<file path="src/hw/rtl/tfd_pkg.sv">
package tfd_pkg;

  // Tag and framing constants
  localparam logic [7:0]  BYTE_DOLLAR = 8'h24;
  localparam logic [31:0] TAG_ROV     = 32'h24524F56;
  localparam logic [31:0] TAG_REF     = 32'h24524546;
  localparam logic [31:0] TAG_IMU     = 32'h24494D55;
  localparam logic [31:0] TAG_BAS     = 32'h24424153;
  localparam logic [7:0]  IMU_SYNC0   = 8'hD4;
  localparam logic [7:0]  IMU_SYNC1   = 8'h34;
  localparam logic [7:0]  CRC_POLY    = 8'h8C;
  localparam logic [7:0]  ASCII_ZERO  = 8'd48;
  localparam logic [7:0]  ASCII_NINE  = 8'd57;
  localparam logic [7:0]  ASCII_PLUS  = 8'h2B;
  localparam logic [7:0]  ASCII_MINUS = 8'h2D;
  localparam logic [7:0]  ASCII_SPACE = 8'h20;
  localparam logic [7:0]  ASCII_TAB   = 8'h09;
  localparam logic [7:0]  ASCII_CR    = 8'h0D;

  localparam int unsigned POS_W      = 10;
  localparam int unsigned LEN_W      = 10;
  localparam int unsigned TAG_LEN    = 4;
  localparam int unsigned HL_ROV     = 8;
  localparam int unsigned HL_OTHER   = 7;
  localparam int unsigned IMU_BODY   = 23;
  localparam int unsigned IMU_STORE  = IMU_BODY - 1;   // the CRC byte is never stored
  localparam int unsigned IMU_IDX_W  = $clog2(IMU_STORE);
  localparam int unsigned CRC_FIRST  = 2;
  localparam int unsigned CRC_LAST   = 21;
  localparam int unsigned FIELD_BYTES = CRC_LAST - CRC_FIRST + 1;
  localparam int unsigned FIELD_W    = FIELD_BYTES * 8;
  localparam int unsigned IMU_END_POS = TAG_LEN + IMU_BODY - 1;

  localparam int unsigned TIME_W = 28;
  localparam int unsigned ACC_W  = 20;
  localparam int unsigned RATE_W = 24;
  localparam int unsigned KIND_W = 3;

  // Record kinds
  localparam logic [KIND_W-1:0] KIND_ROV1      = 3'd0;
  localparam logic [KIND_W-1:0] KIND_ROV_OTHER = 3'd3;
  localparam logic [KIND_W-1:0] KIND_REF       = 3'd4;
  localparam logic [KIND_W-1:0] KIND_BAS       = 3'd5;
  localparam logic [KIND_W-1:0] KIND_IMU       = 3'd6;

  typedef enum logic [2:0] {
    FT_NONE = 3'd0,
    FT_ROV  = 3'd1,
    FT_IMU  = 3'd2,
    FT_REF  = 3'd3,
    FT_BAS  = 3'd4
  } ftype_e;

  typedef enum logic [1:0] {
    PH_SKIP,
    PH_DIGITS,
    PH_DONE
  } parse_ph_e;

  typedef struct packed {
    logic       valid;
    logic [7:0] data;
  } byte_stage_t;

  typedef struct packed {
    logic [KIND_W-1:0]        record_kind;
    logic [7:0]               payload_byte;
    logic                     last_byte;
    logic [TIME_W-1:0]        imu_time;
    logic signed [ACC_W-1:0]  accel_x;
    logic signed [ACC_W-1:0]  accel_y;
    logic signed [ACC_W-1:0]  accel_z;
    logic signed [RATE_W-1:0] rate_x;
    logic signed [RATE_W-1:0] rate_y;
    logic signed [RATE_W-1:0] rate_z;
  } rec_t;

  typedef struct packed {
    logic             ok;
    logic [LEN_W-1:0] len;
  } len_t;

  // Reflected CRC-8, one byte, unrolled
  function automatic logic [7:0] crc8_byte(input logic [7:0] crc, input logic [7:0] b);
    logic [7:0] c;
    c = crc ^ b;
    for (int k = 0; k < 8; k++) begin
      c = c[0] ? ((c >> 1) ^ CRC_POLY) : (c >> 1);
    end
    return c;
  endfunction

  function automatic logic is_space(input logic [7:0] ch);
    return (ch == ASCII_SPACE) || ((ch >= ASCII_TAB) && (ch <= ASCII_CR));
  endfunction

  function automatic logic is_digit(input logic [7:0] ch);
    return (ch >= ASCII_ZERO) && (ch <= ASCII_NINE);
  endfunction

  // atoi over three characters, first char in bits 23:16
  function automatic len_t parse_length(input logic [23:0] d);
    len_t       r;
    parse_ph_e  ph;
    logic       neg;
    logic [7:0] ch;
    logic [3:0] dig;
    logic [LEN_W-1:0] v;
    ph  = PH_SKIP;
    neg = 1'b0;
    v   = '0;
    for (int j = 0; j < 3; j++) begin
      ch  = d[23-8*j -: 8];
      dig = 4'(ch - ASCII_ZERO);
      case (ph)
        PH_SKIP: begin
          if (is_space(ch)) begin
            ph = PH_SKIP;
          end else if (ch == ASCII_PLUS || ch == ASCII_MINUS) begin
            neg = (ch == ASCII_MINUS);
            ph  = PH_DIGITS;
          end else if (is_digit(ch)) begin
            v  = LEN_W'(v * LEN_W'(10) + LEN_W'(dig));
            ph = PH_DIGITS;
          end else begin
            ph = PH_DONE;
          end
        end
        PH_DIGITS: begin
          if (is_digit(ch)) begin
            v = LEN_W'(v * LEN_W'(10) + LEN_W'(dig));
          end else begin
            ph = PH_DONE;
          end
        end
        default: ph = PH_DONE;
      endcase
    end
    r.ok  = (v != '0) && !neg;
    r.len = v;
    return r;
  endfunction

endpackage

</file>
<file path="src/hw/rtl/tfd_byte_if.sv">
interface tfd_byte_if;
  logic       valid;
  logic       ready;
  logic [7:0] byte_in;

  modport source (output valid, output byte_in, input ready);
  modport sink   (input valid, input byte_in, output ready);
endinterface

</file>
<file path="src/hw/rtl/tfd_rec_if.sv">
interface tfd_rec_if import tfd_pkg::*; ();
  logic                     valid;
  logic                     ready;
  logic [KIND_W-1:0]        record_kind;
  logic [7:0]               payload_byte;
  logic                     last_byte;
  logic [TIME_W-1:0]        imu_time;
  logic signed [ACC_W-1:0]  accel_x;
  logic signed [ACC_W-1:0]  accel_y;
  logic signed [ACC_W-1:0]  accel_z;
  logic signed [RATE_W-1:0] rate_x;
  logic signed [RATE_W-1:0] rate_y;
  logic signed [RATE_W-1:0] rate_z;

  modport source (output valid, output record_kind, output payload_byte, output last_byte,
                  output imu_time, output accel_x, output accel_y, output accel_z,
                  output rate_x, output rate_y, output rate_z, input ready);
  modport sink   (input valid, input record_kind, input payload_byte, input last_byte,
                  input imu_time, input accel_x, input accel_y, input accel_z,
                  input rate_x, input rate_y, input rate_z, output ready);
endinterface

</file>
<file path="src/hw/rtl/tfd_in_stage.sv">
module tfd_in_stage import tfd_pkg::*; (
  input  logic        clk_i,
  input  logic        rst_ni,
  input  logic        valid_i,
  input  logic [7:0]  byte_i,
  output logic        ready_o,
  input  logic        free_i,
  output byte_stage_t stage_o
);

  logic       valid_q, valid_d;
  logic [7:0] data_q;
  logic       take;

  assign ready_o = !valid_q || free_i;
  assign take    = valid_i && ready_o;
  assign valid_d = take || (valid_q && !free_i);

  always_ff @(posedge clk_i or negedge rst_ni) begin
    if (!rst_ni) begin
      valid_q <= 1'b0;
    end else begin
      valid_q <= valid_d;
    end
  end

  always_ff @(posedge clk_i) begin
    if (take) begin
      data_q <= byte_i;
    end
  end

  assign stage_o.valid = valid_q;
  assign stage_o.data  = data_q;

endmodule

</file>
<file path="src/hw/rtl/tfd_parser.sv">
module tfd_parser import tfd_pkg::*; (
  input  logic        clk_i,
  input  logic        rst_ni,
  input  byte_stage_t stage_i,
  input  logic        free_i,
  output logic        res_valid_o,
  output rec_t        res_o
);

  logic [POS_W-1:0] pos_q, pos_d;
  ftype_e           ftype_q, ftype_d;
  logic [31:0]      tag_q, tag_d;
  logic [7:0]       stream_q, stream_d;
  logic [LEN_W-1:0] plen_q, plen_d;
  logic             ldone_q, ldone_d;
  logic [7:0]       crc_q, crc_d;
  logic [7:0]       imu_buf_q [IMU_STORE];

  logic             fire;
  logic [7:0]       b;
  logic [POS_W-1:0] pos_inc;
  logic [POS_W-1:0] k;
  logic [POS_W-1:0] hl;
  logic [31:0]      tag_shift;
  logic             is_stream;
  logic             last_hit;
  logic             imu_we;
  logic             clr;
  len_t             parsed;
  logic [FIELD_W-1:0] body;

  assign fire      = stage_i.valid && free_i;
  assign b         = stage_i.data;
  assign pos_inc   = POS_W'(pos_q + POS_W'(1));
  assign k         = POS_W'(pos_q - POS_W'(TAG_LEN));
  assign hl        = (ftype_q == FT_ROV) ? POS_W'(HL_ROV) : POS_W'(HL_OTHER);
  assign tag_shift = {tag_q[23:0], b};
  assign is_stream = (ftype_q == FT_ROV) || (ftype_q == FT_REF) || (ftype_q == FT_BAS);
  assign last_hit  = {1'b0, pos_inc} >= ({1'b0, hl} + {1'b0, plen_q});
  assign parsed    = parse_length(tag_shift[23:0]);

  // next state
  always_comb begin
    pos_d    = pos_q;
    ftype_d  = ftype_q;
    tag_d    = tag_q;
    stream_d = stream_q;
    plen_d   = plen_q;
    ldone_d  = ldone_q;
    crc_d    = crc_q;
    imu_we   = 1'b0;
    clr      = 1'b0;
    if (fire) begin
      if (pos_q == '0) begin
        if (b == BYTE_DOLLAR) begin
          tag_d = {24'd0, b};
          pos_d = POS_W'(1);
        end
      end else if (pos_q < POS_W'(TAG_LEN)) begin
        tag_d = tag_shift;
        pos_d = pos_inc;
        if (pos_inc == POS_W'(TAG_LEN)) begin
          case (tag_shift)
            TAG_ROV: ftype_d = FT_ROV;
            TAG_REF: ftype_d = FT_REF;
            TAG_IMU: ftype_d = FT_IMU;
            TAG_BAS: ftype_d = FT_BAS;
            default: ftype_d = FT_NONE;
          endcase
          if (ftype_d != FT_NONE) begin
            tag_d = '0;
          end
          crc_d = '0;
        end
      end else if (ftype_q == FT_IMU) begin
        if (k >= POS_W'(IMU_BODY)) begin
          clr = 1'b1;
        end else begin
          imu_we = (k < POS_W'(IMU_STORE));
          if (k >= POS_W'(CRC_FIRST) && k <= POS_W'(CRC_LAST)) begin
            crc_d = crc8_byte(crc_q, b);
          end
          pos_d = pos_inc;
          if (k == POS_W'(IMU_BODY - 1)) begin
            clr = 1'b1;
          end
        end
      end else if (!is_stream) begin
        clr = 1'b1;   // unknown tag: swallow this byte
      end else if (!ldone_q) begin
        if (ftype_q == FT_ROV && pos_q == POS_W'(TAG_LEN)) begin
          stream_d = 8'(b - ASCII_ZERO);
        end else begin
          tag_d = {8'd0, tag_shift[23:0]};
        end
        pos_d = pos_inc;
        if (pos_inc >= hl) begin
          if (parsed.ok) begin
            plen_d  = parsed.len;
            ldone_d = 1'b1;
          end else begin
            clr = 1'b1;
          end
        end
      end else begin
        pos_d = pos_inc;
        if (last_hit) begin
          clr = 1'b1;
        end
      end
    end
    if (clr) begin
      pos_d    = '0;
      ftype_d  = FT_NONE;
      tag_d    = '0;
      stream_d = '0;
      plen_d   = '0;
      ldone_d  = 1'b0;
      crc_d    = '0;
    end
  end

  always_ff @(posedge clk_i or negedge rst_ni) begin
    if (!rst_ni) begin
      pos_q    <= '0;
      ftype_q  <= FT_NONE;
      tag_q    <= '0;
      stream_q <= '0;
      plen_q   <= '0;
      ldone_q  <= 1'b0;
      crc_q    <= '0;
    end else begin
      pos_q    <= pos_d;
      ftype_q  <= ftype_d;
      tag_q    <= tag_d;
      stream_q <= stream_d;
      plen_q   <= plen_d;
      ldone_q  <= ldone_d;
      crc_q    <= crc_d;
    end
  end

  always_ff @(posedge clk_i) begin
    if (imu_we) begin
      imu_buf_q[k[IMU_IDX_W-1:0]] <= b;
    end
  end

  // body bytes 2..21, MSB first
  always_comb begin
    for (int j = 0; j < FIELD_BYTES; j++) begin
      body[(FIELD_BYTES-1-j)*8 +: 8] = imu_buf_q[j+CRC_FIRST];
    end
  end

  // result
  always_comb begin
    res_valid_o = 1'b0;
    res_o       = '0;
    if (fire && pos_q >= POS_W'(TAG_LEN)) begin
      if (ftype_q == FT_IMU) begin
        if (k == POS_W'(IMU_BODY - 1) && imu_buf_q[0] == IMU_SYNC0 &&
            imu_buf_q[1] == IMU_SYNC1 && crc_q == b) begin
          res_valid_o       = 1'b1;
          res_o.record_kind = KIND_IMU;
          res_o.last_byte   = 1'b1;
          res_o.imu_time    = body[FIELD_W-1 -: TIME_W];
          res_o.accel_x     = $signed(body[FIELD_W-TIME_W-1 -: ACC_W]);
          res_o.accel_y     = $signed(body[FIELD_W-TIME_W-ACC_W-1 -: ACC_W]);
          res_o.accel_z     = $signed(body[FIELD_W-TIME_W-2*ACC_W-1 -: ACC_W]);
          res_o.rate_x      = $signed(body[3*RATE_W-1 -: RATE_W]);
          res_o.rate_y      = $signed(body[2*RATE_W-1 -: RATE_W]);
          res_o.rate_z      = $signed(body[RATE_W-1 -: RATE_W]);
        end
      end else if (is_stream && ldone_q) begin
        res_valid_o        = 1'b1;
        res_o.payload_byte = b;
        res_o.last_byte    = last_hit;
        case (ftype_q)
          FT_ROV: begin
            if (stream_q >= 8'd1 && stream_q <= 8'd3) begin
              res_o.record_kind = KIND_W'(KIND_ROV1 + KIND_W'(stream_q - 8'd1));
            end else begin
              res_o.record_kind = KIND_ROV_OTHER;
            end
          end
          FT_REF:  res_o.record_kind = KIND_REF;
          default: res_o.record_kind = KIND_BAS;
        endcase
      end
    end
  end

  a_last_clears: assert property (@(posedge clk_i) disable iff (!rst_ni)
    res_valid_o && res_o.last_byte |=> pos_q == '0)
    else $error("frame state not cleared after last word");

  a_imu_pos: assert property (@(posedge clk_i) disable iff (!rst_ni)
    res_valid_o && res_o.record_kind == KIND_IMU |->
      ftype_q == FT_IMU && pos_q == POS_W'(IMU_END_POS))
    else $error("imu record outside final body byte");

  a_len_valid: assert property (@(posedge clk_i) disable iff (!rst_ni)
    ldone_q |-> plen_q != '0 && is_stream)
    else $error("payload phase without a valid length");

  a_unknown_swallow: assert property (@(posedge clk_i) disable iff (!rst_ni)
    fire && pos_q >= POS_W'(TAG_LEN) && ftype_q == FT_NONE |=> pos_q == '0)
    else $error("unknown tag did not resync");

endmodule

</file>
<file path="src/hw/rtl/tfd_out_stage.sv">
module tfd_out_stage import tfd_pkg::*; (
  input  logic clk_i,
  input  logic rst_ni,
  input  logic res_valid_i,
  input  rec_t res_i,
  output logic free_o,
  output logic valid_o,
  input  logic ready_i,
  output rec_t rec_o
);

  logic valid_q;
  rec_t rec_q;

  assign free_o = !valid_q || ready_i;

  always_ff @(posedge clk_i or negedge rst_ni) begin
    if (!rst_ni) begin
      valid_q <= 1'b0;
    end else if (free_o) begin
      valid_q <= res_valid_i;
    end
  end

  always_ff @(posedge clk_i) begin
    if (free_o && res_valid_i) begin
      rec_q <= res_i;
    end
  end

  assign valid_o = valid_q;
  assign rec_o   = rec_q;

endmodule

</file>
<file path="src/hw/rtl/tagged_frame_demux_imu_decoder.sv">
// Path: an accepted byte goes into the input register, then its word into the
//   result register, which drives the output.
// Throughput: one byte per cycle, sustained while the output side keeps up.
// Reset (async, active low): framing state cleared, block hunts for '$'.
//   The IMU body buffer is not reset; it is always written before use.
module tagged_frame_demux_imu_decoder import tfd_pkg::*; (
  input logic       clk_i,
  input logic       rst_ni,
  tfd_byte_if.sink  in_i,
  tfd_rec_if.source out_o
);

  byte_stage_t stage;
  logic        free;
  logic        res_valid;
  rec_t        res;
  rec_t        rec;

  // Input register: holds one byte; refills in the same cycle it drains.
  tfd_in_stage u_in (
    .clk_i   (clk_i),
    .rst_ni  (rst_ni),
    .valid_i (in_i.valid),
    .byte_i  (in_i.byte_in),
    .ready_o (in_i.ready),
    .free_i  (free),
    .stage_o (stage)
  );

  // Framer: tag match, header/length parse, payload tagging, IMU CRC and
  // field extraction, all in one combinational pass per byte.
  tfd_parser u_parser (
    .clk_i       (clk_i),
    .rst_ni      (rst_ni),
    .stage_i     (stage),
    .free_i      (free),
    .res_valid_o (res_valid),
    .res_o       (res)
  );

  // Result register: free when empty or being taken this cycle.
  tfd_out_stage u_out (
    .clk_i       (clk_i),
    .rst_ni      (rst_ni),
    .res_valid_i (res_valid),
    .res_i       (res),
    .free_o      (free),
    .valid_o     (out_o.valid),
    .ready_i     (out_o.ready),
    .rec_o       (rec)
  );

  assign out_o.record_kind  = rec.record_kind;
  assign out_o.payload_byte = rec.payload_byte;
  assign out_o.last_byte    = rec.last_byte;
  assign out_o.imu_time     = rec.imu_time;
  assign out_o.accel_x      = rec.accel_x;
  assign out_o.accel_y      = rec.accel_y;
  assign out_o.accel_z      = rec.accel_z;
  assign out_o.rate_x       = rec.rate_x;
  assign out_o.rate_y       = rec.rate_y;
  assign out_o.rate_z       = rec.rate_z;

endmodule

</file>
<file path="src/flat_wrapper.sv">
// flat-port wrapper written by rule: the top's interface ports become plain ports
module tagged_frame_demux_imu_decoder_flat import tfd_pkg::*;
  (clk_i, rst_ni, in_i_valid, in_i_byte_in, in_i_ready, out_o_valid, out_o_record_kind, out_o_payload_byte, out_o_last_byte, out_o_imu_time, out_o_accel_x, out_o_accel_y, out_o_accel_z, out_o_rate_x, out_o_rate_y, out_o_rate_z, out_o_ready);
  tfd_byte_if in_i_i ();
  tfd_rec_if out_o_i ();
  input logic clk_i;
  input logic rst_ni;
  input wire logic [$bits(in_i_i.valid)-1:0] in_i_valid;
  input wire logic [$bits(in_i_i.byte_in)-1:0] in_i_byte_in;
  output wire logic [$bits(in_i_i.ready)-1:0] in_i_ready;
  output wire logic [$bits(out_o_i.valid)-1:0] out_o_valid;
  output wire logic [$bits(out_o_i.record_kind)-1:0] out_o_record_kind;
  output wire logic [$bits(out_o_i.payload_byte)-1:0] out_o_payload_byte;
  output wire logic [$bits(out_o_i.last_byte)-1:0] out_o_last_byte;
  output wire logic [$bits(out_o_i.imu_time)-1:0] out_o_imu_time;
  output wire logic [$bits(out_o_i.accel_x)-1:0] out_o_accel_x;
  output wire logic [$bits(out_o_i.accel_y)-1:0] out_o_accel_y;
  output wire logic [$bits(out_o_i.accel_z)-1:0] out_o_accel_z;
  output wire logic [$bits(out_o_i.rate_x)-1:0] out_o_rate_x;
  output wire logic [$bits(out_o_i.rate_y)-1:0] out_o_rate_y;
  output wire logic [$bits(out_o_i.rate_z)-1:0] out_o_rate_z;
  input wire logic [$bits(out_o_i.ready)-1:0] out_o_ready;
  assign in_i_i.valid = in_i_valid;
  assign in_i_i.byte_in = in_i_byte_in;
  assign in_i_ready = in_i_i.ready;
  assign out_o_valid = out_o_i.valid;
  assign out_o_record_kind = out_o_i.record_kind;
  assign out_o_payload_byte = out_o_i.payload_byte;
  assign out_o_last_byte = out_o_i.last_byte;
  assign out_o_imu_time = out_o_i.imu_time;
  assign out_o_accel_x = out_o_i.accel_x;
  assign out_o_accel_y = out_o_i.accel_y;
  assign out_o_accel_z = out_o_i.accel_z;
  assign out_o_rate_x = out_o_i.rate_x;
  assign out_o_rate_y = out_o_i.rate_y;
  assign out_o_rate_z = out_o_i.rate_z;
  assign out_o_i.ready = out_o_ready;
  tagged_frame_demux_imu_decoder u_core (.clk_i(clk_i), .rst_ni(rst_ni), .in_i(in_i_i), .out_o(out_o_i));
endmodule
</file>
<file path="config.mk">
export PLATFORM = sky130hd
export DESIGN_NAME = tagged_frame_demux_imu_decoder_flat
export DESIGN_NICKNAME = d
export VERILOG_FILES = /design/src/hw/rtl/tfd_pkg.sv /design/src/hw/rtl/tfd_byte_if.sv /design/src/hw/rtl/tfd_rec_if.sv /design/src/hw/rtl/tfd_in_stage.sv /design/src/hw/rtl/tfd_parser.sv /design/src/hw/rtl/tfd_out_stage.sv /design/src/hw/rtl/tagged_frame_demux_imu_decoder.sv /design/src/flat_wrapper.sv
export SDC_FILE = /design/constraint.sdc
export NUM_CORES = 1
export LEC_CHECK = 0
export ABC_AREA = 0
export BUFFER_PORTS_ARGS = -buffer_cell sky130_fd_sc_hd__buf_2
export CORE_MARGIN = 4
export CORE_UTILIZATION = 59
export DETAILED_ROUTE_END_ITERATION = 8
export MAX_ROUTING_LAYER = met4
export PLACE_DENSITY = 0.84
export SYNTH_ARGS = -nofsm -noshare
export SYNTH_HDL_FRONTEND = slang
export SYNTH_HIERARCHICAL = 1
export SYNTH_SLANG_ARGS = --single-unit
</file>
<file path="constraint.sdc">
create_clock -name clk_i -period 8.3 [get_ports clk_i]
set_clock_uncertainty 0.1 [all_clocks]
set_input_delay 0.83 -clock clk_i [delete_from_list [all_inputs] [get_ports clk_i]]
set_output_delay 0.83 -clock clk_i [all_outputs]
set_load 0.02 [all_outputs]
</file>
[Word level (Yosys, flattened, before mapping)]
Memories as Yosys holds them, arrays and structs flattened.
Index checks and enable logic that the tools add are counted.
Word-level totals
  register bits after elaboration: 246
  bits in writable memories: 176
  bits of input ports: 12
  output and inout port bits: 174
  logic and storage cells: 289
  memories kept: 1
Operators by class
  add/subtract/negate cells: 9
  multiply operators: 2
  order comparisons: 22
  eq/ne operators: 37
  mux-type cells: 128
  bitwise logic cells: 11
  reductions and logical operators: 59
Memory list
  u_core.u_parser.imu_buf_q: depth 22, width 8, rd ports 22, clocked after Yosys merged registers in 0, write ports 1, RTL line tfd_parser.sv:17  | logic [7:0] imu_buf_q [IMU_STORE];
Operator list (number)
  24-bit two-way mux: 11
  10-bit two-way mux: 25
  8-bit two-way mux: 24
  161-bit two-way mux: 1
  32-bit by 30-bit equality test with 1-bit output (second input constant): 4
  8-bit by 6-bit equality test with 1-bit output (second input constant): 11
  1-bit two-way mux: 40
  10-bit one-hot mux with 2 select lines: 2
  3-bit two-way mux: 12
  8-bit by 4-bit greater-or-equal comparator with 1-bit output (second input constant): 3
  8-bit by 6-bit greater-or-equal comparator with 1-bit output (second input constant): 3
  8-bit by 4-bit <= comparator with 1-bit output (second input constant): 3
  8-bit by 6-bit <= comparator with 1-bit output (second input constant): 3
  2-bit NOT with 3-bit output: 8
  10-bit by 4-bit adder with 10-bit output: 2
  10-bit by 3-bit equality test with 1-bit output (second input constant): 2
  10-bit by 3-bit multiplier with 9-bit output (second input constant): 2
  1-bit logical AND: 19
  2-bit two-way mux: 7
  2-bit nonzero test: 7
  12-bit two-way mux: 1
  3-bit one-hot mux with 4 select lines: 1
  6-bit AND reduction: 2
  4-bit by 10-bit adder with 11-bit output: 1
  other kinds (48): 74

[Longest topological paths before layout]
  depth in word-level cells: 29
  mapped depth: 28
  depth with buffers taken out: 25

[By module]
The synthesis kept the hierarchy.
By module, submodules not included
  tfd_parser: instances 1, cells each 1073, area each 12543.3 um2, seq. area each 6886.6 um2
  tfd_out_stage: instances 1, cells each 176, area each 5218.8 um2, seq. area each 5190.0 um2
  tfd_in_stage: instances 1, cells each 13, area each 301.5 um2, seq. area each 265.3 um2

[Worst setup path before layout]
OpenSTA, ideal clock, no wires.
  path type: register -> register
  from: register u_core.u_parser.tag_q[14]
  to: register u_core.u_parser.crc_q[5]
  library setup time: 0.125 ns
  arrival time: 6.068 ns
  required time: 8.075 ns
  path slack: 2.007 ns
  stages on the path, launching flop included: 27
  path buffers: 2
  clock period less this slack: 6.293 ns
  cell sequence: dfrtp_1 -> nand4bb_1 -> nor3b_1 -> ha_1 -> ha_1 -> inv_1 -> fa_1 -> nand2b_1 -> nor3_1 -> nor3_1 -> o221ai_1 -> inv_1 -> ha_1 -> ha_1 -> and2_1 -> a22o_1 -> or3_1 -> o211a_1 -> or3b_1 -> mux2i_1 -> o211a_1 -> nand4_2 -> o21bai_4 -> buf_2 -> buf_6 -> nor3_1 -> mux2_2
Between the ends
  longest elaborated chain between the ends: 29
  elaborated cells between the ends (all ways): 62
  classes of those cells: add/sub: 2; mul: 2; order compare: 4; eq/ne: 8; mux: 33; reduce/logical: 13
Ends and longest elaborated chain
  start, declared: RTL line tfd_parser.sv:12  | logic [31:0] tag_q, tag_d;
  start signal, assigned: RTL line tfd_parser.sv:135  | tag_q <= tag_d;
  8-bit by 6-bit greater-or-equal comparator with 1-bit output or 8-bit by 6-bit <= comparator with 1-bit output (tied branches): RTL line tfd_pkg.sv:98  | return (ch >= ASCII_ZERO) && (ch <= ASCII_NINE);
  1-bit logical AND: RTL line tfd_pkg.sv:98
  4-bit two-way mux: RTL line tfd_pkg.sv:122  | end else if (is_digit(ch)) begin
  10-bit two-way mux: RTL line tfd_pkg.sv:119  | end else if (ch == ASCII_PLUS || ch == ASCII_MINUS) begin
  10-bit two-way mux: RTL line tfd_pkg.sv:117  | if (is_space(ch)) begin
  10-bit by 3-bit multiplier with 9-bit output: RTL line tfd_pkg.sv:123, tfd_pkg.sv:131
  10-bit by 4-bit adder with 10-bit output: RTL line tfd_pkg.sv:123, tfd_pkg.sv:131
  10-bit two-way mux: RTL line tfd_pkg.sv:122, tfd_pkg.sv:130
  (+13 left out)
  1-bit two-way mux (*): RTL line tfd_parser.sv:90  | end else if (!ldone_q) begin
  1-bit two-way mux (*): RTL line tfd_parser.sv:88  | end else if (!is_stream) begin
  1-bit two-way mux (*): RTL line tfd_parser.sv:75  | end else if (ftype_q == FT_IMU) begin
  1-bit two-way mux (*): RTL line tfd_parser.sv:59  | end else if (pos_q < POS_W'(TAG_LEN)) begin
  1-bit two-way mux (*): RTL line tfd_parser.sv:54  | if (pos_q == '0) begin
  1-bit two-way mux (*): RTL line tfd_parser.sv:53  | if (fire) begin
  3-bit by 2-bit inequality test with 1-bit output (no line) (tied with other cells)
  6-bit AND reduction (no line)
  end signal, assigned: RTL line tfd_parser.sv:139  | crc_q <= crc_d;
  end, declared: RTL line tfd_parser.sv:16  | logic [7:0] crc_q, crc_d;
Every way passes the cells marked *; elsewhere a longest branch is shown, timed or not.
A chain may end at the register's enable or synchronous reset.

[Final worst setup path]
Ends and elaborated chain as after synthesis.

==> results.txt <==
The post-CTS repair timing setup buffer count came out at 0. The total length of routed wires came out at 37850 um. The number of synthesized register bits came out at 422.

The number of H-tree branching levels is 2. The count of nets left with antenna violations after detail routing came out at 0. The total global routing track utilization came out at 23.04%. Internal power comes to 3769 uW. The die area came out at 33480 sq um.

The via count of the first global-routing pass is 10616. The maximum frequency from static timing analysis came out at 138.8 MHz. The async set-or-reset flop fraction in the synthesized netlist is 15.64%. The most numerous cell on the critical path is sky130_fd_sc_hd__ha_1. The library cells used most frequently in the layout, excluding fill and tap cells, are sky130_fd_sc_hd__edfxtp_1 (356), sky130_fd_sc_hd__buf_2 (185), sky130_fd_sc_hd__and2_1 (172), sky130_fd_sc_hd__dfrtp_1 (66), sky130_fd_sc_hd__nor2_1 (62). After clock tree synthesis, the clock-pin slew on the worst setup and hold paths is 0.06 ns.

The clock period minus final worst setup slack is 7.204 ns. The critical path in this run is classified as register to register. The synthesis-to-layout area growth came out at 14.26%. At the end of the flow, the number of nets in the layout was 1522. The maximum number of pins on one net before global-route repair is 161.

The global placement routability congestion is 0.9044. The total via count in the routed design came out at 10991. Counting both buffers and inverters, the worst setup path holds a total of 3. The vias per cell came out at 5.878. Fill cells in the final layout number 1906.

The initial cell density of the core is 60.30%. The clock net sink count came out at 422. The flow ran to the end, and the final reports show no timing, DRC or antenna violations. The first detailed-routing pass ran for 6 iterations. The part of the power in the clock network is 33.9%. The initial antenna violation count is 1. Among all stages on the critical path, the largest delay is contributed by sky130_fd_sc_hd__nor3b_1.

The clock insertion delay at the later pin of the skew report is 0.52 ns. Summing the areas of all fa, ha and maj instances in the mapped netlist gives 4.433% of the synthesized area. The actual transition at the worst max-transition pin came out at 1.221 ns. Measured along the x axis, the die boundary spans 183.0 um. Synthesis instantiated 79 different standard cells from the library. By area, the combinational part of the netlist is dominated by simple AND/OR/NAND/NOR gates. The most common cell after layout, fill and taps aside is sky130_fd_sc_hd__edfxtp_1. The min-delay analysis places its worst path in the category input pin to asynchronous set/reset pin. The peak ir drop on the vdd network came out at 176.4 uV.

When the netlist entered floorplanning its net count stood at 1335. The synthesized netlist occupies a cell area of 18060 sq um. The biggest cell delay along the critical path came out at 0.56 ns. The area of the placeable core came out at 29950 sq um.

Yosys mapped a number of flops with a built-in enable equal to 356. The complex-gate fraction of the synthesized area is 7.578%. Dividing the detail-routed wire length by the instance count gives 20.24 um. The clock passes through at most 3 buffers.

In this run the vertical extent of the chip is 183.0 um. The remaining global-route overflow is 0. Setup violations remaining at the end of the flow were counted as 0.

The share of synthesized cell area in and, or, nand and nor gates is 14.12%. The number of maximum-capacitance constraint violations is 0. The share of total power in sequential cells is 48.4%. The average instance area after synthesis is 14.31 sq um. In this run the power spent charging and discharging nets is 1440 uW. The arrival time of data at the critical path endpoint came out at 7.49 ns. The area share of xor/xnor cells in the synthesized design is 2.812%.

The yosys synthesis warning count came out at 6. The sequential area share after synthesis is 68.32%. Combinational logic is responsible for 17.7% of the overall power.

TritonCTS built the clock tree. For this run, the leading register cell type out of synthesis is sky130_fd_sc_hd__edfxtp_1. Power comes to 5209 uW. The number of buffers added to fix hold violations after cts came out at 0.

The worst setup path is captured at a register. The cell family contributing the most delay on the critical path is simple AND/OR/NAND/NOR gates. The worst path uses 86.80% of the clock period.

The number of failing hold endpoints at the final stage is 0. In the routed design, unresolved DRC markers number 0. The first global-routing pass estimated 59080 um of wire. The multiplexer fraction of the synthesized cell area is 0.8381%. Setup repair after global routing left no endpoint under its margin. Dividing total power by cell area gives a power density of 252.4 nW/um^2. The layout cell share with drive strength beyond 1 is 19.41%. The number of rows created at floorplan came out at 63. In this run the tool buffered the top-level ports with 185 buffer cells. The HPWL after detailed placement came out at 23770 um. The root buffer cell is sky130_fd_sc_hd__clkbuf_16.

The total count of max-transition violations in the final report is 0. The number of DRC violations after detailed-routing iteration 0 came out at 1226. Setup total negative slack on the finished layout was measured at 0 ns. The number of ports placed on the die boundary is 186. The leakage component of the power came out at 0.008545 uW.

The maximum fanout along the worst path came out at 22. For the worst setup path, the data required time is 8.59 ns. The worst setup path is launched from a register.

Once the clock tree was built, the resizer swapped 0 gates to a different size. The switching power as a share of total power is 27.64%. Measured against its own limit, the worst slew margin works out to 18.09%. The number of buffers added by the clock tree synthesis step came out at 41. The gate count of the mapped netlist came out at 1262.
-- state kept, by name, indices dropped and copies added (netlist names) --
name and flops:
u_core/u_parser/ftype_q 3, u_core/u_in/data_q 8, u_core/u_parser/ldone_q 1, u_core/u_parser/pos_q 10, u_core/u_parser/crc_q 8, u_core/u_out/rec_o 172, u_core/u_parser/plen_q 10, u_core/u_out/valid_o 1
u_core/u_parser/tag_q 24, u_core/u_parser/stream_q 8, u_core/u_parser/imu_buf_q 176, u_core/u_in/valid_q 1
-- per-layer routing --
metal | share of wire (%) | global-route usage [%]
met5 | 0 | -
met4 | 3.3 | 7.449
met3 | 7.6 | 3.550
met2 | 49 | 37.56
met1 | 40 | 30.23
-- area by class of cell --
| type | instances | area (sq um) | area share [%] |
|---|---|---|---|
| Multi-Input combinational cell | 756 | 5388 | 26.10 |
| Timing Repair Buffer | 199 | 1031 | 4.995 |
| Inverter | 29 | 108.9 | 0.5274 |
| Sequential cell | 422 | 12340 | 59.80 |
| Clock inverter | 18 | 181.4 | 0.8790 |
| Tap cell | 390 | 488.0 | 2.364 |
| Antenna cell | 1 | 2.502 | 0.01212 |
| Clock buffer | 55 | 1099 | 5.322 |
-- through the flow --
stage	hold WS, ns	instance area, sq um	setup slack [ns]	instances	utilization, %
after detailed placement	0.3762	19360	1.141	1796	64.62
after global placement	0.3710	19360	1.413	1796	64.62
after global routing	0.3686	20640	0.5629	1870	68.91
final	0.3802	20640	1.096	1870	68.91
after floorplan	0.3551	18060	2.007	1262	-
after CTS	0.3672	20640	1.117	1869	68.90
-- path summary, 6_finish.rpt --
path	startpoint	end	slack, ns	cells past startpoint
worst max-delay path	u_core/u_parser/tag_q[14]$_DFFE_PN0P_	u_core/u_parser/crc_q[5]$_DFFE_PN0P_	1.10	25
worst min-delay path	rst_ni	u_core/u_parser/tag_q[19]$_DFFE_PN0P_	0.38	2
worst max register to register	u_core/u_parser/tag_q[14]$_DFFE_PN0P_	u_core/u_parser/crc_q[5]$_DFFE_PN0P_	1.10	25
worst min register to register	u_core/u_parser/plen_q[3]$_DFFE_PN0P_	u_core/u_parser/plen_q[3]$_DFFE_PN0P_	0.38	2
max in group asynchronous	rst_ni	u_core/u_parser/crc_q[7]$_DFFE_PN0P_	7.12	2
min in group clk_i	u_core/u_parser/plen_q[3]$_DFFE_PN0P_	u_core/u_parser/plen_q[3]$_DFFE_PN0P_	0.38	2
-- synth_stat cells (9+ instances only) --
library cell | instances | area, sq um
sky130_fd_sc_hd__o21ai_0 | 17 | 85.08
sky130_fd_sc_hd__nand2_1 | 57 | 214.0
sky130_fd_sc_hd__buf_2 | 12 | 60.06
sky130_fd_sc_hd__and2_1 | 172 | 1076
sky130_fd_sc_hd__ha_1 | 56 | 700.7
sky130_fd_sc_hd__nand2b_1 | 10 | 62.56
sky130_fd_sc_hd__edfxtp_1 | 356 | 10690
sky130_fd_sc_hd__xnor2_1 | 41 | 359.1
sky130_fd_sc_hd__a22o_1 | 41 | 359.1
sky130_fd_sc_hd__mux2_2 | 9 | 101.4
sky130_fd_sc_hd__clkbuf_1 | 41 | 153.9
sky130_fd_sc_hd__dfrtp_1 | 66 | 1652
sky130_fd_sc_hd__nor3b_1 | 9 | 67.56
sky130_fd_sc_hd__a21oi_1 | 28 | 140.1
sky130_fd_sc_hd__and3_1 | 9 | 56.30
sky130_fd_sc_hd__nor2_1 | 63 | 236.5
sky130_fd_sc_hd__nor2b_1 | 13 | 81.33
sky130_fd_sc_hd__o31ai_1 | 15 | 112.6
sky130_fd_sc_hd__a21o_1 | 10 | 75.07
sky130_fd_sc_hd__inv_1 | 29 | 108.9
sky130_fd_sc_hd__xor2_1 | 17 | 148.9
sky130_fd_sc_hd__nand3_1 | 18 | 90.09
sky130_fd_sc_hd__nor3_1 | 28 | 140.1
sky130_fd_sc_hd__nand4_1 | 10 | 62.56
-- power groups by stage --
| stage | Clock [uW] | Sequential [uW] | Combinational (uW) |
|---|---|---|---|
| finish | 1770 | 2520 | 924 |
| global placement | 0 | 2550 | 871 |
| global route | 1900 | 2530 | 1010 |
| detailed placement | 0 | 2550 | 908 |
| CTS | 1800 | 2510 | 913 |
| floorplan | 0 | 2480 | 769 |
-- logic make-up (layout without fill, tap and decap cells) --
group	after synthesis	in the layout
xor gates and xnor gates	58	58
AOI/OAI and AO/OA	179	179
DFF	422	422
buffers and inverters	84	301
muxes	14	14
and+or+nand+nor	444	444
other	0	1
adders and majority gates	61	61
Note: power is estimated with default switching activity, not from simulation.
